**src/design/c2rsc_pkg.sv**
```systemverilog
`timescale 1ns / 1ps

package c2rsc_pkg;

   // Plane geometry.
   localparam int ROWS    = 64;
   localparam int COLUMNS = 1024;

   // Field widths.
   localparam int ROW_W = 6;   // row index
   localparam int TOP_W = 7;   // row index or the empty code ROWS
   localparam int COL_W = 10;  // column index

endpackage

```
**src/design/c2rsc_if.sv**
```systemverilog
`timescale 1ns / 1ps

interface c2rsc_req_if;
   import c2rsc_pkg::*;

   logic             valid;
   logic             ready;
   logic [COL_W-1:0] column;
   logic [TOP_W-1:0] run_top;
   logic [ROW_W-1:0] run_bottom;
   logic             new_plane;

   modport source (output valid, column, run_top, run_bottom, new_plane, input ready);
   modport sink   (input valid, column, run_top, run_bottom, new_plane, output ready);
endinterface

interface c2rsc_rsp_if;
   import c2rsc_pkg::*;

   logic             valid;
   logic             ready;
   logic [ROW_W-1:0] span_row;
   logic [COL_W-1:0] span_first;
   logic [COL_W-1:0] span_last;
   logic             last_of_run;

   modport source (output valid, span_row, span_first, span_last, last_of_run, input ready);
   modport sink   (input valid, span_row, span_first, span_last, last_of_run, output ready);
endinterface

```
**src/design/c2rsc_ram.sv**
```systemverilog
`timescale 1ns / 1ps

module c2rsc_ram #(
   parameter int WIDTH = 10,
   parameter int DEPTH = 64
) (
   input  logic                     clock,
   input  logic                     wr_en,
   input  logic [$clog2(DEPTH)-1:0] wr_addr,
   input  logic [WIDTH-1:0]         wr_data,
   input  logic                     rd_en,
   input  logic [$clog2(DEPTH)-1:0] rd_addr,
   output logic [WIDTH-1:0]         rd_data
);

   logic [WIDTH-1:0] mem_ff [DEPTH];
   logic [WIDTH-1:0] rd_data_ff;

   always_ff @(posedge clock) begin
      if (wr_en) begin
         mem_ff[wr_addr] <= wr_data;
      end
      if (rd_en) begin
         rd_data_ff <= mem_ff[rd_addr];
      end
   end

   assign rd_data = rd_data_ff;

endmodule

```
**src/design/column_to_row_span_converter.sv**
```systemverilog
`timescale 1ns / 1ps
// Sequence: a taken column first closes the rows that leave the run, top rows before bottom
// rows; each closed row is a read of the row-start memory followed by a load of the output
// register, and a stalled output register holds the sequencer in that load. It then opens
// the rows that join the run. A new column is taken only when the sequencer is back in idle.
// Reset: synchronous; clears the sequencer and the output valid, sets the previous run to
// empty (top ROWS, bottom 0). The row-start memory is not cleared; rows are opened before read.

module column_to_row_span_converter (
   input  logic clock,
   input  logic reset,
   c2rsc_req_if.sink   req_if,
   c2rsc_rsp_if.source rsp_if
);
   import c2rsc_pkg::*;

   typedef enum logic [3:0] {
      S_IDLE  = 4'b0001,
      S_CLOSE = 4'b0010,
      S_EMIT  = 4'b0100,
      S_OPEN  = 4'b1000
   } state_type;

   localparam logic [TOP_W-1:0] TOP_EMPTY = TOP_W'(ROWS);
   localparam logic [ROW_W-1:0] BOT_MAX   = ROW_W'(ROWS - 1);

   state_type        state_ff, state_in;
   logic [TOP_W-1:0] prev_top_ff, prev_top_in;
   logic [ROW_W-1:0] prev_bottom_ff, prev_bottom_in;
   logic [TOP_W-1:0] t1_ff, t1_in, t2_ff, t2_in;
   logic [ROW_W-1:0] b1_ff, b1_in, b2_ff, b2_in;
   logic [COL_W-1:0] col_ff, col_in, last_col_ff, last_col_in;
   logic [ROW_W-1:0] row_ff, row_in;

   logic             rsp_valid_ff, rsp_valid_in;
   logic [ROW_W-1:0] span_row_ff, span_row_in;
   logic [COL_W-1:0] span_first_ff, span_first_in;
   logic [COL_W-1:0] span_last_ff, span_last_in;
   logic             last_of_run_ff, last_of_run_in;

   logic             close_top, close_bot, open_top, open_bot;
   logic             accept, out_free;
   logic [TOP_W-1:0] top_sat;
   logic [ROW_W-1:0] bot_sat;

   logic             wr_en, rd_en;
   logic [ROW_W-1:0] wr_addr, rd_addr;
   logic [COL_W-1:0] rd_data;

   c2rsc_ram #(.WIDTH(COL_W), .DEPTH(ROWS)) u_row_start (
      .clock   (clock),
      .wr_en   (wr_en),
      .wr_addr (wr_addr),
      .wr_data (col_ff),
      .rd_en   (rd_en),
      .rd_addr (rd_addr),
      .rd_data (rd_data)
   );

   assign req_if.ready = (state_ff == S_IDLE);
   assign accept       = req_if.valid && (state_ff == S_IDLE);
   assign out_free     = !rsp_valid_ff || rsp_if.ready;

   assign top_sat = (req_if.run_top > TOP_EMPTY) ? TOP_EMPTY : req_if.run_top;
   assign bot_sat = (req_if.run_bottom > BOT_MAX) ? BOT_MAX : req_if.run_bottom;

   // Rows still to close on top and bottom, and rows still to open.
   assign close_top = (t1_ff < t2_ff) && (t1_ff <= {1'b0, b1_ff});
   assign close_bot = (b1_ff > b2_ff) && ({1'b0, b1_ff} >= t1_ff);
   assign open_top  = (t2_ff < t1_ff) && (t2_ff <= {1'b0, b2_ff});
   assign open_bot  = (b2_ff > b1_ff) && ({1'b0, b2_ff} >= t2_ff);

   always_comb begin
      state_in       = state_ff;
      prev_top_in    = prev_top_ff;
      prev_bottom_in = prev_bottom_ff;
      t1_in          = t1_ff;
      t2_in          = t2_ff;
      b1_in          = b1_ff;
      b2_in          = b2_ff;
      col_in         = col_ff;
      last_col_in    = last_col_ff;
      row_in         = row_ff;
      rsp_valid_in   = rsp_valid_ff && !rsp_if.ready;
      span_row_in    = span_row_ff;
      span_first_in  = span_first_ff;
      span_last_in   = span_last_ff;
      last_of_run_in = last_of_run_ff;
      wr_en          = 1'b0;
      wr_addr        = t2_ff[ROW_W-1:0];
      rd_en          = 1'b0;
      rd_addr        = t1_ff[ROW_W-1:0];

      unique case (state_ff)
         S_IDLE: begin
            if (accept) begin
               t1_in          = req_if.new_plane ? TOP_EMPTY : prev_top_ff;
               b1_in          = prev_bottom_ff;
               t2_in          = top_sat;
               b2_in          = bot_sat;
               col_in         = req_if.column;
               last_col_in    = req_if.column - COL_W'(1);
               prev_top_in    = top_sat;
               prev_bottom_in = bot_sat;
               state_in       = S_CLOSE;
            end
         end
         S_CLOSE: begin
            if (close_top) begin
               rd_en    = 1'b1;
               rd_addr  = t1_ff[ROW_W-1:0];
               row_in   = t1_ff[ROW_W-1:0];
               t1_in    = t1_ff + TOP_W'(1);
               state_in = S_EMIT;
            end else if (close_bot) begin
               rd_en    = 1'b1;
               rd_addr  = b1_ff;
               row_in   = b1_ff;
               b1_in    = b1_ff - ROW_W'(1);
               state_in = S_EMIT;
            end else begin
               state_in = S_OPEN;
            end
         end
         S_EMIT: begin
            // The read data holds until the output register has room for the beat.
            if (out_free) begin
               rsp_valid_in   = 1'b1;
               span_row_in    = row_ff;
               span_first_in  = rd_data;
               span_last_in   = last_col_ff;
               last_of_run_in = !(close_top || close_bot);
               state_in       = (close_top || close_bot) ? S_CLOSE : S_OPEN;
            end
         end
         S_OPEN: begin
            if (open_top) begin
               wr_en   = 1'b1;
               wr_addr = t2_ff[ROW_W-1:0];
               t2_in   = t2_ff + TOP_W'(1);
            end else if (open_bot) begin
               wr_en   = 1'b1;
               wr_addr = b2_ff;
               b2_in   = b2_ff - ROW_W'(1);
            end else begin
               state_in = S_IDLE;
            end
         end
         default: begin
            state_in = S_IDLE;
         end
      endcase
   end

   always_ff @(posedge clock) begin
      if (reset) begin
         state_ff       <= S_IDLE;
         prev_top_ff    <= TOP_EMPTY;
         prev_bottom_ff <= '0;
         rsp_valid_ff   <= 1'b0;
      end else begin
         state_ff       <= state_in;
         prev_top_ff    <= prev_top_in;
         prev_bottom_ff <= prev_bottom_in;
         rsp_valid_ff   <= rsp_valid_in;
      end
   end

   always_ff @(posedge clock) begin
      t1_ff          <= t1_in;
      t2_ff          <= t2_in;
      b1_ff          <= b1_in;
      b2_ff          <= b2_in;
      col_ff         <= col_in;
      last_col_ff    <= last_col_in;
      row_ff         <= row_in;
      span_row_ff    <= span_row_in;
      span_first_ff  <= span_first_in;
      span_last_ff   <= span_last_in;
      last_of_run_ff <= last_of_run_in;
   end

   assign rsp_if.valid       = rsp_valid_ff;
   assign rsp_if.span_row    = span_row_ff;
   assign rsp_if.span_first  = span_first_ff;
   assign rsp_if.span_last   = span_last_ff;
   assign rsp_if.last_of_run = last_of_run_ff;

endmodule

```
**src/flat_wrapper.sv**
```systemverilog
// flat-port wrapper written by rule: the top's interface ports become plain ports
module column_to_row_span_converter_flat import c2rsc_pkg::*;
  (clock, reset, req_if_valid, req_if_column, req_if_run_top, req_if_run_bottom, req_if_new_plane, req_if_ready, rsp_if_valid, rsp_if_span_row, rsp_if_span_first, rsp_if_span_last, rsp_if_last_of_run, rsp_if_ready);
  c2rsc_req_if req_if_i ();
  c2rsc_rsp_if rsp_if_i ();
  input  logic clock;
  input  logic reset;
  input wire logic [$bits(req_if_i.valid)-1:0] req_if_valid;
  input wire logic [$bits(req_if_i.column)-1:0] req_if_column;
  input wire logic [$bits(req_if_i.run_top)-1:0] req_if_run_top;
  input wire logic [$bits(req_if_i.run_bottom)-1:0] req_if_run_bottom;
  input wire logic [$bits(req_if_i.new_plane)-1:0] req_if_new_plane;
  output wire logic [$bits(req_if_i.ready)-1:0] req_if_ready;
  output wire logic [$bits(rsp_if_i.valid)-1:0] rsp_if_valid;
  output wire logic [$bits(rsp_if_i.span_row)-1:0] rsp_if_span_row;
  output wire logic [$bits(rsp_if_i.span_first)-1:0] rsp_if_span_first;
  output wire logic [$bits(rsp_if_i.span_last)-1:0] rsp_if_span_last;
  output wire logic [$bits(rsp_if_i.last_of_run)-1:0] rsp_if_last_of_run;
  input wire logic [$bits(rsp_if_i.ready)-1:0] rsp_if_ready;
  assign req_if_i.valid = req_if_valid;
  assign req_if_i.column = req_if_column;
  assign req_if_i.run_top = req_if_run_top;
  assign req_if_i.run_bottom = req_if_run_bottom;
  assign req_if_i.new_plane = req_if_new_plane;
  assign req_if_ready = req_if_i.ready;
  assign rsp_if_valid = rsp_if_i.valid;
  assign rsp_if_span_row = rsp_if_i.span_row;
  assign rsp_if_span_first = rsp_if_i.span_first;
  assign rsp_if_span_last = rsp_if_i.span_last;
  assign rsp_if_last_of_run = rsp_if_i.last_of_run;
  assign rsp_if_i.ready = rsp_if_ready;
  column_to_row_span_converter u_core (.clock(clock), .reset(reset), .req_if(req_if_i), .rsp_if(rsp_if_i));
endmodule
```
**config.mk**
```make
export PLATFORM = sky130hd
export DESIGN_NAME = column_to_row_span_converter_flat
export DESIGN_NICKNAME = d
export VERILOG_FILES = /design/src/design/c2rsc_pkg.sv /design/src/design/c2rsc_if.sv /design/src/design/c2rsc_ram.sv /design/src/design/column_to_row_span_converter.sv /design/src/flat_wrapper.sv
export SDC_FILE = /design/constraint.sdc
export NUM_CORES = 1
export LEC_CHECK = 0
export BUFFER_PORTS_ARGS = -buffer_cell sky130_fd_sc_hd__buf_2
export CORE_MARGIN = 2
export CORE_UTILIZATION = 50
export DETAILED_ROUTE_END_ITERATION = 7
export PLACE_DENSITY = 0.68
export RECOVER_POWER = 50
export SLEW_MARGIN = 20
export SYNTH_ARGS = -nofsm -noshare
export SYNTH_HDL_FRONTEND = slang
export SYNTH_SLANG_ARGS = --single-unit
```
**constraint.sdc**
```tcl
create_clock -name clock -period 5.05 [get_ports clock]
set_input_delay 1.01 -clock clock [delete_from_list [all_inputs] [get_ports clock]]
set_output_delay 1.01 -clock clock [all_outputs]
set_load 0.005 [all_outputs]
```
==> Word level (Yosys, flattened, before mapping) <==
Memories as Yosys holds them, arrays and structs flattened. A register that Yosys moved wholly into a read port is not among the register bits.
Index checks and enable logic that the tools add are counted.
{ "totals": {"elab_cells": 109, "output_inout_bits": 29, "mem_bits_rw": 640, "ff_bits": 97, "n_memories": 1} }
{ "classes": {"addsub": 5, "n_lt_le_gt_ge": 10, "eq_ne": 13, "muxes": 43, "n_reduce_logical": 22} }
{ "mem_list": {"columns": ["memory", "words", "word_bits", "rd", "rd_clocked_by_memory_dff", "write_ports", "line_no", "rtl"], "rows": [
  ["u_core.u_row_start.mem_ff", 64, 10, 1, 1, 1, "c2rsc_ram.sv:16", "logic [WIDTH-1:0] mem_ff [DEPTH];"]
]} }
{ "op_table": {"columns": ["operator", "count"], "rows": [
  ["$mux W6", 15],
  ["$mux W7", 6],
  ["$mux W4", 7],
  ["$pmux W7 S2", 2],
  ["$pmux W6 S2", 2],
  ["$pmux W4 S4", 1],
  ["$add A7 B1 Y7 const B", 2],
  ["$ge A6 B7 Y1", 2],
  ["$le A7 B6 Y1", 2],
  ["$lt A7 B7 Y1", 2],
  ["$gt A6 B6 Y1", 2],
  ["$ne A2 B1 Y1 const B", 6],
  ["$reduce_and A4 Y1", 3],
  ["$sub A6 B1 Y6 const B", 2],
  ["$mux W1", 10],
  ["$sub A10 B1 Y10 const B", 1],
  ["$gt A7 B7 Y1 const B", 1],
  ["$gt A6 B6 Y1 const B", 1],
  ["$logic_and A1 B1 Y1", 6],
  ["$ne A2 B2 Y1 const B", 3],
  ["$reduce_and A2 Y1", 3],
  ["$reduce_and A3 Y1", 2],
  ["$reduce_bool A2 Y1", 3],
  ["$eq A4 B1 Y1 const B", 1],
  ["5 further kinds", 8]
]} }

==> Longest topological paths before layout <==
{ "depth": {"ltp_word": 7, "ltp_mapped": 16, "ltp_nobuf": 12} }

==> By module <==
Synthesis repeated with hierarchy kept, for this count alone.
{ "hier_totals": {"hier_cells": 1518, "area_unflattened_um2": 29977.5} }
{ "modules_own_cells": {"columns": ["mod", "area_each_um2", "seq_area_each_um2", "instances", "cells_each"], "rows": [
  ["c2rsc_ram", 25201.7, 19518.7, 1, 1118],
  ["column_to_row_span_converter", 4775.8, 2732.6, 1, 400]
]} }

==> Worst setup path before layout <==
OpenSTA, ideal clock, no wires.
{ "synth_timing": {"path_kind": "register -> register", "from": "register u_core.t2_ff[5]", "to": "memory u_core.u_row_start.mem_ff[16][0] (enable)", "path_slack_ns": 0.937, "path_stages_with_launch": 13, "required_ns": 4.660, "arrival_ns": 3.723, "synth_period_minus_slack_ns": 4.113, "n_path_buf": 3, "path_cell_list": "edfxtp_1 ha_1 a41oi_1 o21ai_0 or2_2 clkbuf_1 nand4b_1 clkbuf_1 clkbuf_1 nor2_1 a21oi_1 nand3_1 nor3_1"} }
{ "synth_via": {"elab_chain_len": 7} }
{ "synth_rtl": {"columns": ["item", "line_no", "rtl"], "rows": [
  ["start: declaration", "column_to_row_span_converter.sv:30", "logic [TOP_W-1:0] t1_ff, t1_in, t2_ff, t2_in;"],
  ["start signal: assignment", "column_to_row_span_converter.sv:171", "t2_ff <= t2_in;"],
  ["$ge A6 B7 Y1", "column_to_row_span_converter.sv:71", "assign open_bot = (b2_ff > b1_ff) && ({1'b0, b2_ff} >= t2_ff);"],
  ["$logic_and A1 B1 Y1", "column_to_row_span_converter.sv:71", null],
  ["$mux W1", "column_to_row_span_converter.sv:141", "end else if (open_bot) begin"],
  ["$mux W1", "column_to_row_span_converter.sv:137", "if (open_top) begin"],
  ["$mux W1", "column_to_row_span_converter.sv:94", "unique case (state_ff)"],
  ["$mux W1", "c2rsc_ram.sv:20", "if (wr_en) begin"],
  ["$mux W1 (implied by the code)", "c2rsc_ram.sv:21", "mem_ff[wr_addr] <= wr_data;"],
  ["end: declaration", "c2rsc_ram.sv:16", null]
]} }
Parallel ways exist; a longest one is shown, timed or not.

==> Final worst setup path <==
{ "layout_timing": {"from": "register u_core.t1_ff[4]", "to": "register u_core.u_row_start.rd_data_ff[0], in the netlist u_core.u_row_start.rd_data[0] (read register of u_core.u_row_start.mem_ff) (data pin)"} }
{ "layout_via": {"elab_chain_len": 5} }
{ "layout_rtl": {"columns": ["item", "line_no", "rtl"], "rows": [
  ["start: declaration", "column_to_row_span_converter.sv:30", null],
  ["start signal: assignment", "column_to_row_span_converter.sv:170", "t1_ff <= t1_in;"],
  ["$ge A6 B7 Y1", "column_to_row_span_converter.sv:69", "assign close_bot = (b1_ff > b2_ff) && ({1'b0, b1_ff} >= t1_ff);"],
  ["$logic_and A1 B1 Y1", "column_to_row_span_converter.sv:69", null],
  ["$mux W6 / $mux W1 (equally long branches)", "column_to_row_span_converter.sv:115", "end else if (close_bot) begin"],
  ["$mux W6 / $mux W1 (equally long branches)", "column_to_row_span_converter.sv:109", "if (close_top) begin"],
  ["$mux W6 / $mux W1 (equally long branches)", "column_to_row_span_converter.sv:94", null],
  ["end: declaration", "c2rsc_ram.sv:17", "logic [WIDTH-1:0] rd_data_ff;"]
]} }
Parallel ways exist; a longest one is shown, timed or not.
A chain may end at the register's enable or synchronous reset.

==> key figures <==
Route
  – Initial DRC count: roughly 2,200
  – DRT antenna net count: 0
  – Initial DRT Pass Iterations: 5
  – Via Count: approximately 19,000
  – Final WL: 78.6 mm
  – DR vias/cell: around 6.0
  – DR WL/cell: about 26 um
  – Post-route DRC: 0

Timing
  – Final setup fails: 0
  – Min cycle time layout: about 4.8 ns
  – RSZ-0062 raised after global routing: no
  – Max Slew Vio Count: ~680
  – Final period util: 0.947
  – Final hold vios: 0
  – Slew HR: -1.53
  – TNS Setup: 0 ns
  – Final Skew: around 0.032 ns
  – Max Fclk: roughly 210 MHz
  – Worst Setup Slack, final: approximately 0.27 ns
  – Slew @ Worst Pin: ~3.8 ns

Cells and area
  – Most frequent cells in the layout: 729 x edfxtp_1, 256 x nand2_1, 209 x mux2i_1
  – Most common cell after layout, fill and taps aside: edfxtp_1
  – Filler Cells Inserted: around 4,700
  – Ant. Diodes: 0
  – Layout net count: 2,282
  – Layout cell share with drive strength beyond 1: 0.120
  – Area Overhead vs Synth: 13.6%
  – Post-route cell area: around 35,000 sq um

GRT
  – Met2 Track Usage GR: 0.389
  – Top Usage Layer GRT: met2
  – Initial antenna violation count: 2
  – Largest net degree at the start of global routing: 65
  – Global-route met1 utilization: 0.340
  – First-pass GRT wire length: 116 mm
  – Met3 Use GR: 0.0631
  – GRT Overall Usage: 0.250
  – GRT Residual Overflow: 0
  – Number of global-route vias before repair: around 18,000

Floorplanning
  – Placeable Area: about 60,000 sq um
  – I/O Pins: 57
  – Initial core utilization: 0.506
  – Die area: roughly 63,000 sq um
  – Die X: ~250 um
  – Row cnt: 90
  – Die height: between 200 and 300 um

Synthesis
  – Avg Inst Size Synth: ~15 sq um
  – Post-synthesis cell area: around 31,000 sq um
  – Unique masters post-synth: 60
  – Number of synthesized flops with an enable pin: approximately 730
  – Cells after Synth: approximately 2,100
  – Seq cells post-synth: 747
  – Ys async rst share: 0
  – Top_reg_cell synth: edfxtp_1
  – Sequential fraction of the synthesis area: 0.729
  – Syn_nets: ~2,100
  – Yosys warns: 0

Status
  – Outcome: complete, but fails checks
  – Failing checks: max-capacitance violations, max-slew violations

Pwr
  – Logic pwr share: 0.095
  – Sw Pwr: 3.23 mW
  – Clk pwr share: 0.399
  – Switching Share: 0.235
  – Leakage: around 12 nW
  – Pint: ~11 mW
  – Pwr/cell area: 396 nW/um^2
  – Worst VDD drop: around 0.00033 V
  – Sequential Power Share: 0.506

Critical path
  – CP peak stage delay: approximately 0.55 ns
  – Req. time, crit path: ~5.4 ns
  – Crit-path max FO: 26
  – Worst path cell trace: inv_1 -> ha_1 -> nand4_1 -> or2_2 -> o211a_1 -> or3_1 -> nor2_4 -> buf_12 -> buf_4 -> mux2i_1 -> o22ai_1 -> o21ai_0 -> nand4_1 -> or3_1
  – Worst setup EP type: register
  – Critical-path top delay cell: or3_1
  – Worst setup SP type: register
  – Critical path class: register to register
  – Arr. time, crit path: 5.13 ns

Placement
  – Placement Cell Area: 32,400 sq um
  – Worst slack, placed: 0.0499 ns
  – Post-DP HPWL: about 48 mm
  – Number of port buffers: 56
  – Routability cong.: 0.941

CTS
  – Worst-path clk slew: ~0.06 ns
  – Clock Sinks: ~750
  – Num CTS Buffers: 75
  – Worst-Skew Late Latency: a little over 0.6 ns
  – Max clock buf depth: 3
  – CTS tree: yes
  – Post-CTS Hold Fix Bufs: 0
  – Clk root buf: clkbuf_16
  – H-tree Lvls: 3

Run
  – Max Cap Violations: 11

Hold path
  – Hold WC Path Type: register to register
## cells in the mapped netlist, types with 11 or more instances
cell / number / area share
ha_1: 30 / 0.012
nand4_1: 20 / 0.0041
nor2_1: 78 / 0.0096
o211ai_1: 19 / 0.0047
nand3b_1: 33 / 0.0081
mux2i_1: 212 / 0.069
o21ai_1: 12 / 0.0020
xnor2_1: 17 / 0.0049
nand3_1: 110 / 0.018
buf_2: 33 / 0.0054
o22ai_1: 82 / 0.017
dfxtp_1: 18 / 0.012
nand2_1: 257 / 0.032
a21oi_1: 43 / 0.0070
clkbuf_1: 75 / 0.0092
a31oi_1: 12 / 0.0025
o21ai_0: 75 / 0.012
nor3_1: 34 / 0.0056
inv_1: 31 / 0.0038
mux2_2: 13 / 0.0048
edfxtp_1: 729 / 0.72
a211oi_1: 11 / 0.0027
or3_1: 11 / 0.0023
## per-stage QoR
step	utilization	power, mW	std cells	hold WS [ns]
4_1_cts	0.576	13.8	3062	0.421
6_report	0.575	13.8	3062	0.420
3_5_place_dp	0.536	8.37	2929	0.407
5_1_grt	0.575	14.2	3062	0.425
3_3_place_gp	0.536	8.34	2929	0.402
2_1_floorplan	-	7.89	2090	0.400
## power groups by stage
| stage | registers, mW | logic [mW] | clock network [mW] |
|---|---|---|---|
| after floorplan | 7.12 | 0.773 | 0 |
| after global placement | 7.06 | 1.28 | 0 |
| after detailed placement | 7.07 | 1.30 | 0 |
| after CTS | 6.93 | 1.30 | 5.55 |
| after global routing | 6.96 | 1.40 | 5.80 |
| final | 6.96 | 1.31 | 5.49 |
## per-layer routing
| metal | vias to the layer above | wire [um] | share of wire |
|---|---|---|---|
| li1 | 8272 | - | - |
| met5 | - | 26 | 0.00033 |
| met3 | 165 | 7590 | 0.097 |
| met2 | 860 | 36400 | 0.46 |
| met1 | 9213 | 31700 | 0.40 |
| met4 | 4 | 2850 | 0.036 |
## area by class of cell
cell class,instances,area [sq um],share of cell area
Tap cell,782,978,0.0282
Sequential cell,747,22300,0.641
Timing Repair Buffer,175,1220,0.0352
Clock buffer,89,1950,0.0562
Clock inverter,44,450,0.0130
Multi-Input combinational cell,1194,7730,0.223
Inverter,31,116,0.00335
## critical path: cells and delay by family, from the launching register on
kind	cells	cell delay, ns
muxes	1	0.25
AOI/OAI and AO/OA	3	0.66
DFF	1	0.42
and+or+nand+nor	6	2.08
buffers and inverters	3	0.78
adders and majority gates	1	0.32
## cells by family after synthesis
kind of cell,share of synthesized area
AO/OA/AOI/OAI,0.0653
adder cells (fa/ha/maj),0.0123
XOR/XNOR,0.00746
flip-flops,0.729
AND/OR/NAND/NOR,0.0915
multiplexers,0.0746
buffers and inverters,0.0202
## final timing paths
kind / end / from / cells past startpoint / slack, ns
worst min register to register: u_core.rsp_if.span_last[9] / u_core.last_col_ff[9] / 0 / 0.42
worst min-delay path: u_core.rsp_if.span_last[9] / u_core.last_col_ff[9] / 0 / 0.42
worst max register to register: u_core.u_row_start.rd_data[0] / u_core.t1_ff[4] / 14 / 0.27
worst max-delay path: u_core.u_row_start.rd_data[0] / u_core.t1_ff[4] / 14 / 0.27
## state kept, by name (all words and copies together) (netlist names), 7 cells and up
signal	count
u_core.col_ff	10
u_core.last_col_ff	10
u_core.prev_top_ff	7
u_core.rsp_if.span_first	10
u_core.rsp_if.span_last	10
u_core.t1_ff	7
u_core.t2_ff	7
u_core.u_row_start.mem_ff	640
u_core.u_row_start.rd_data	10
## timing repair
item / in CTS / in global routing
gates resized for setup: 0 / 1
buffers inserted: 0 / 0
endpoints found under the setup margin: 0 / 1
Note: power is estimated with default switching activity, not from simulation.
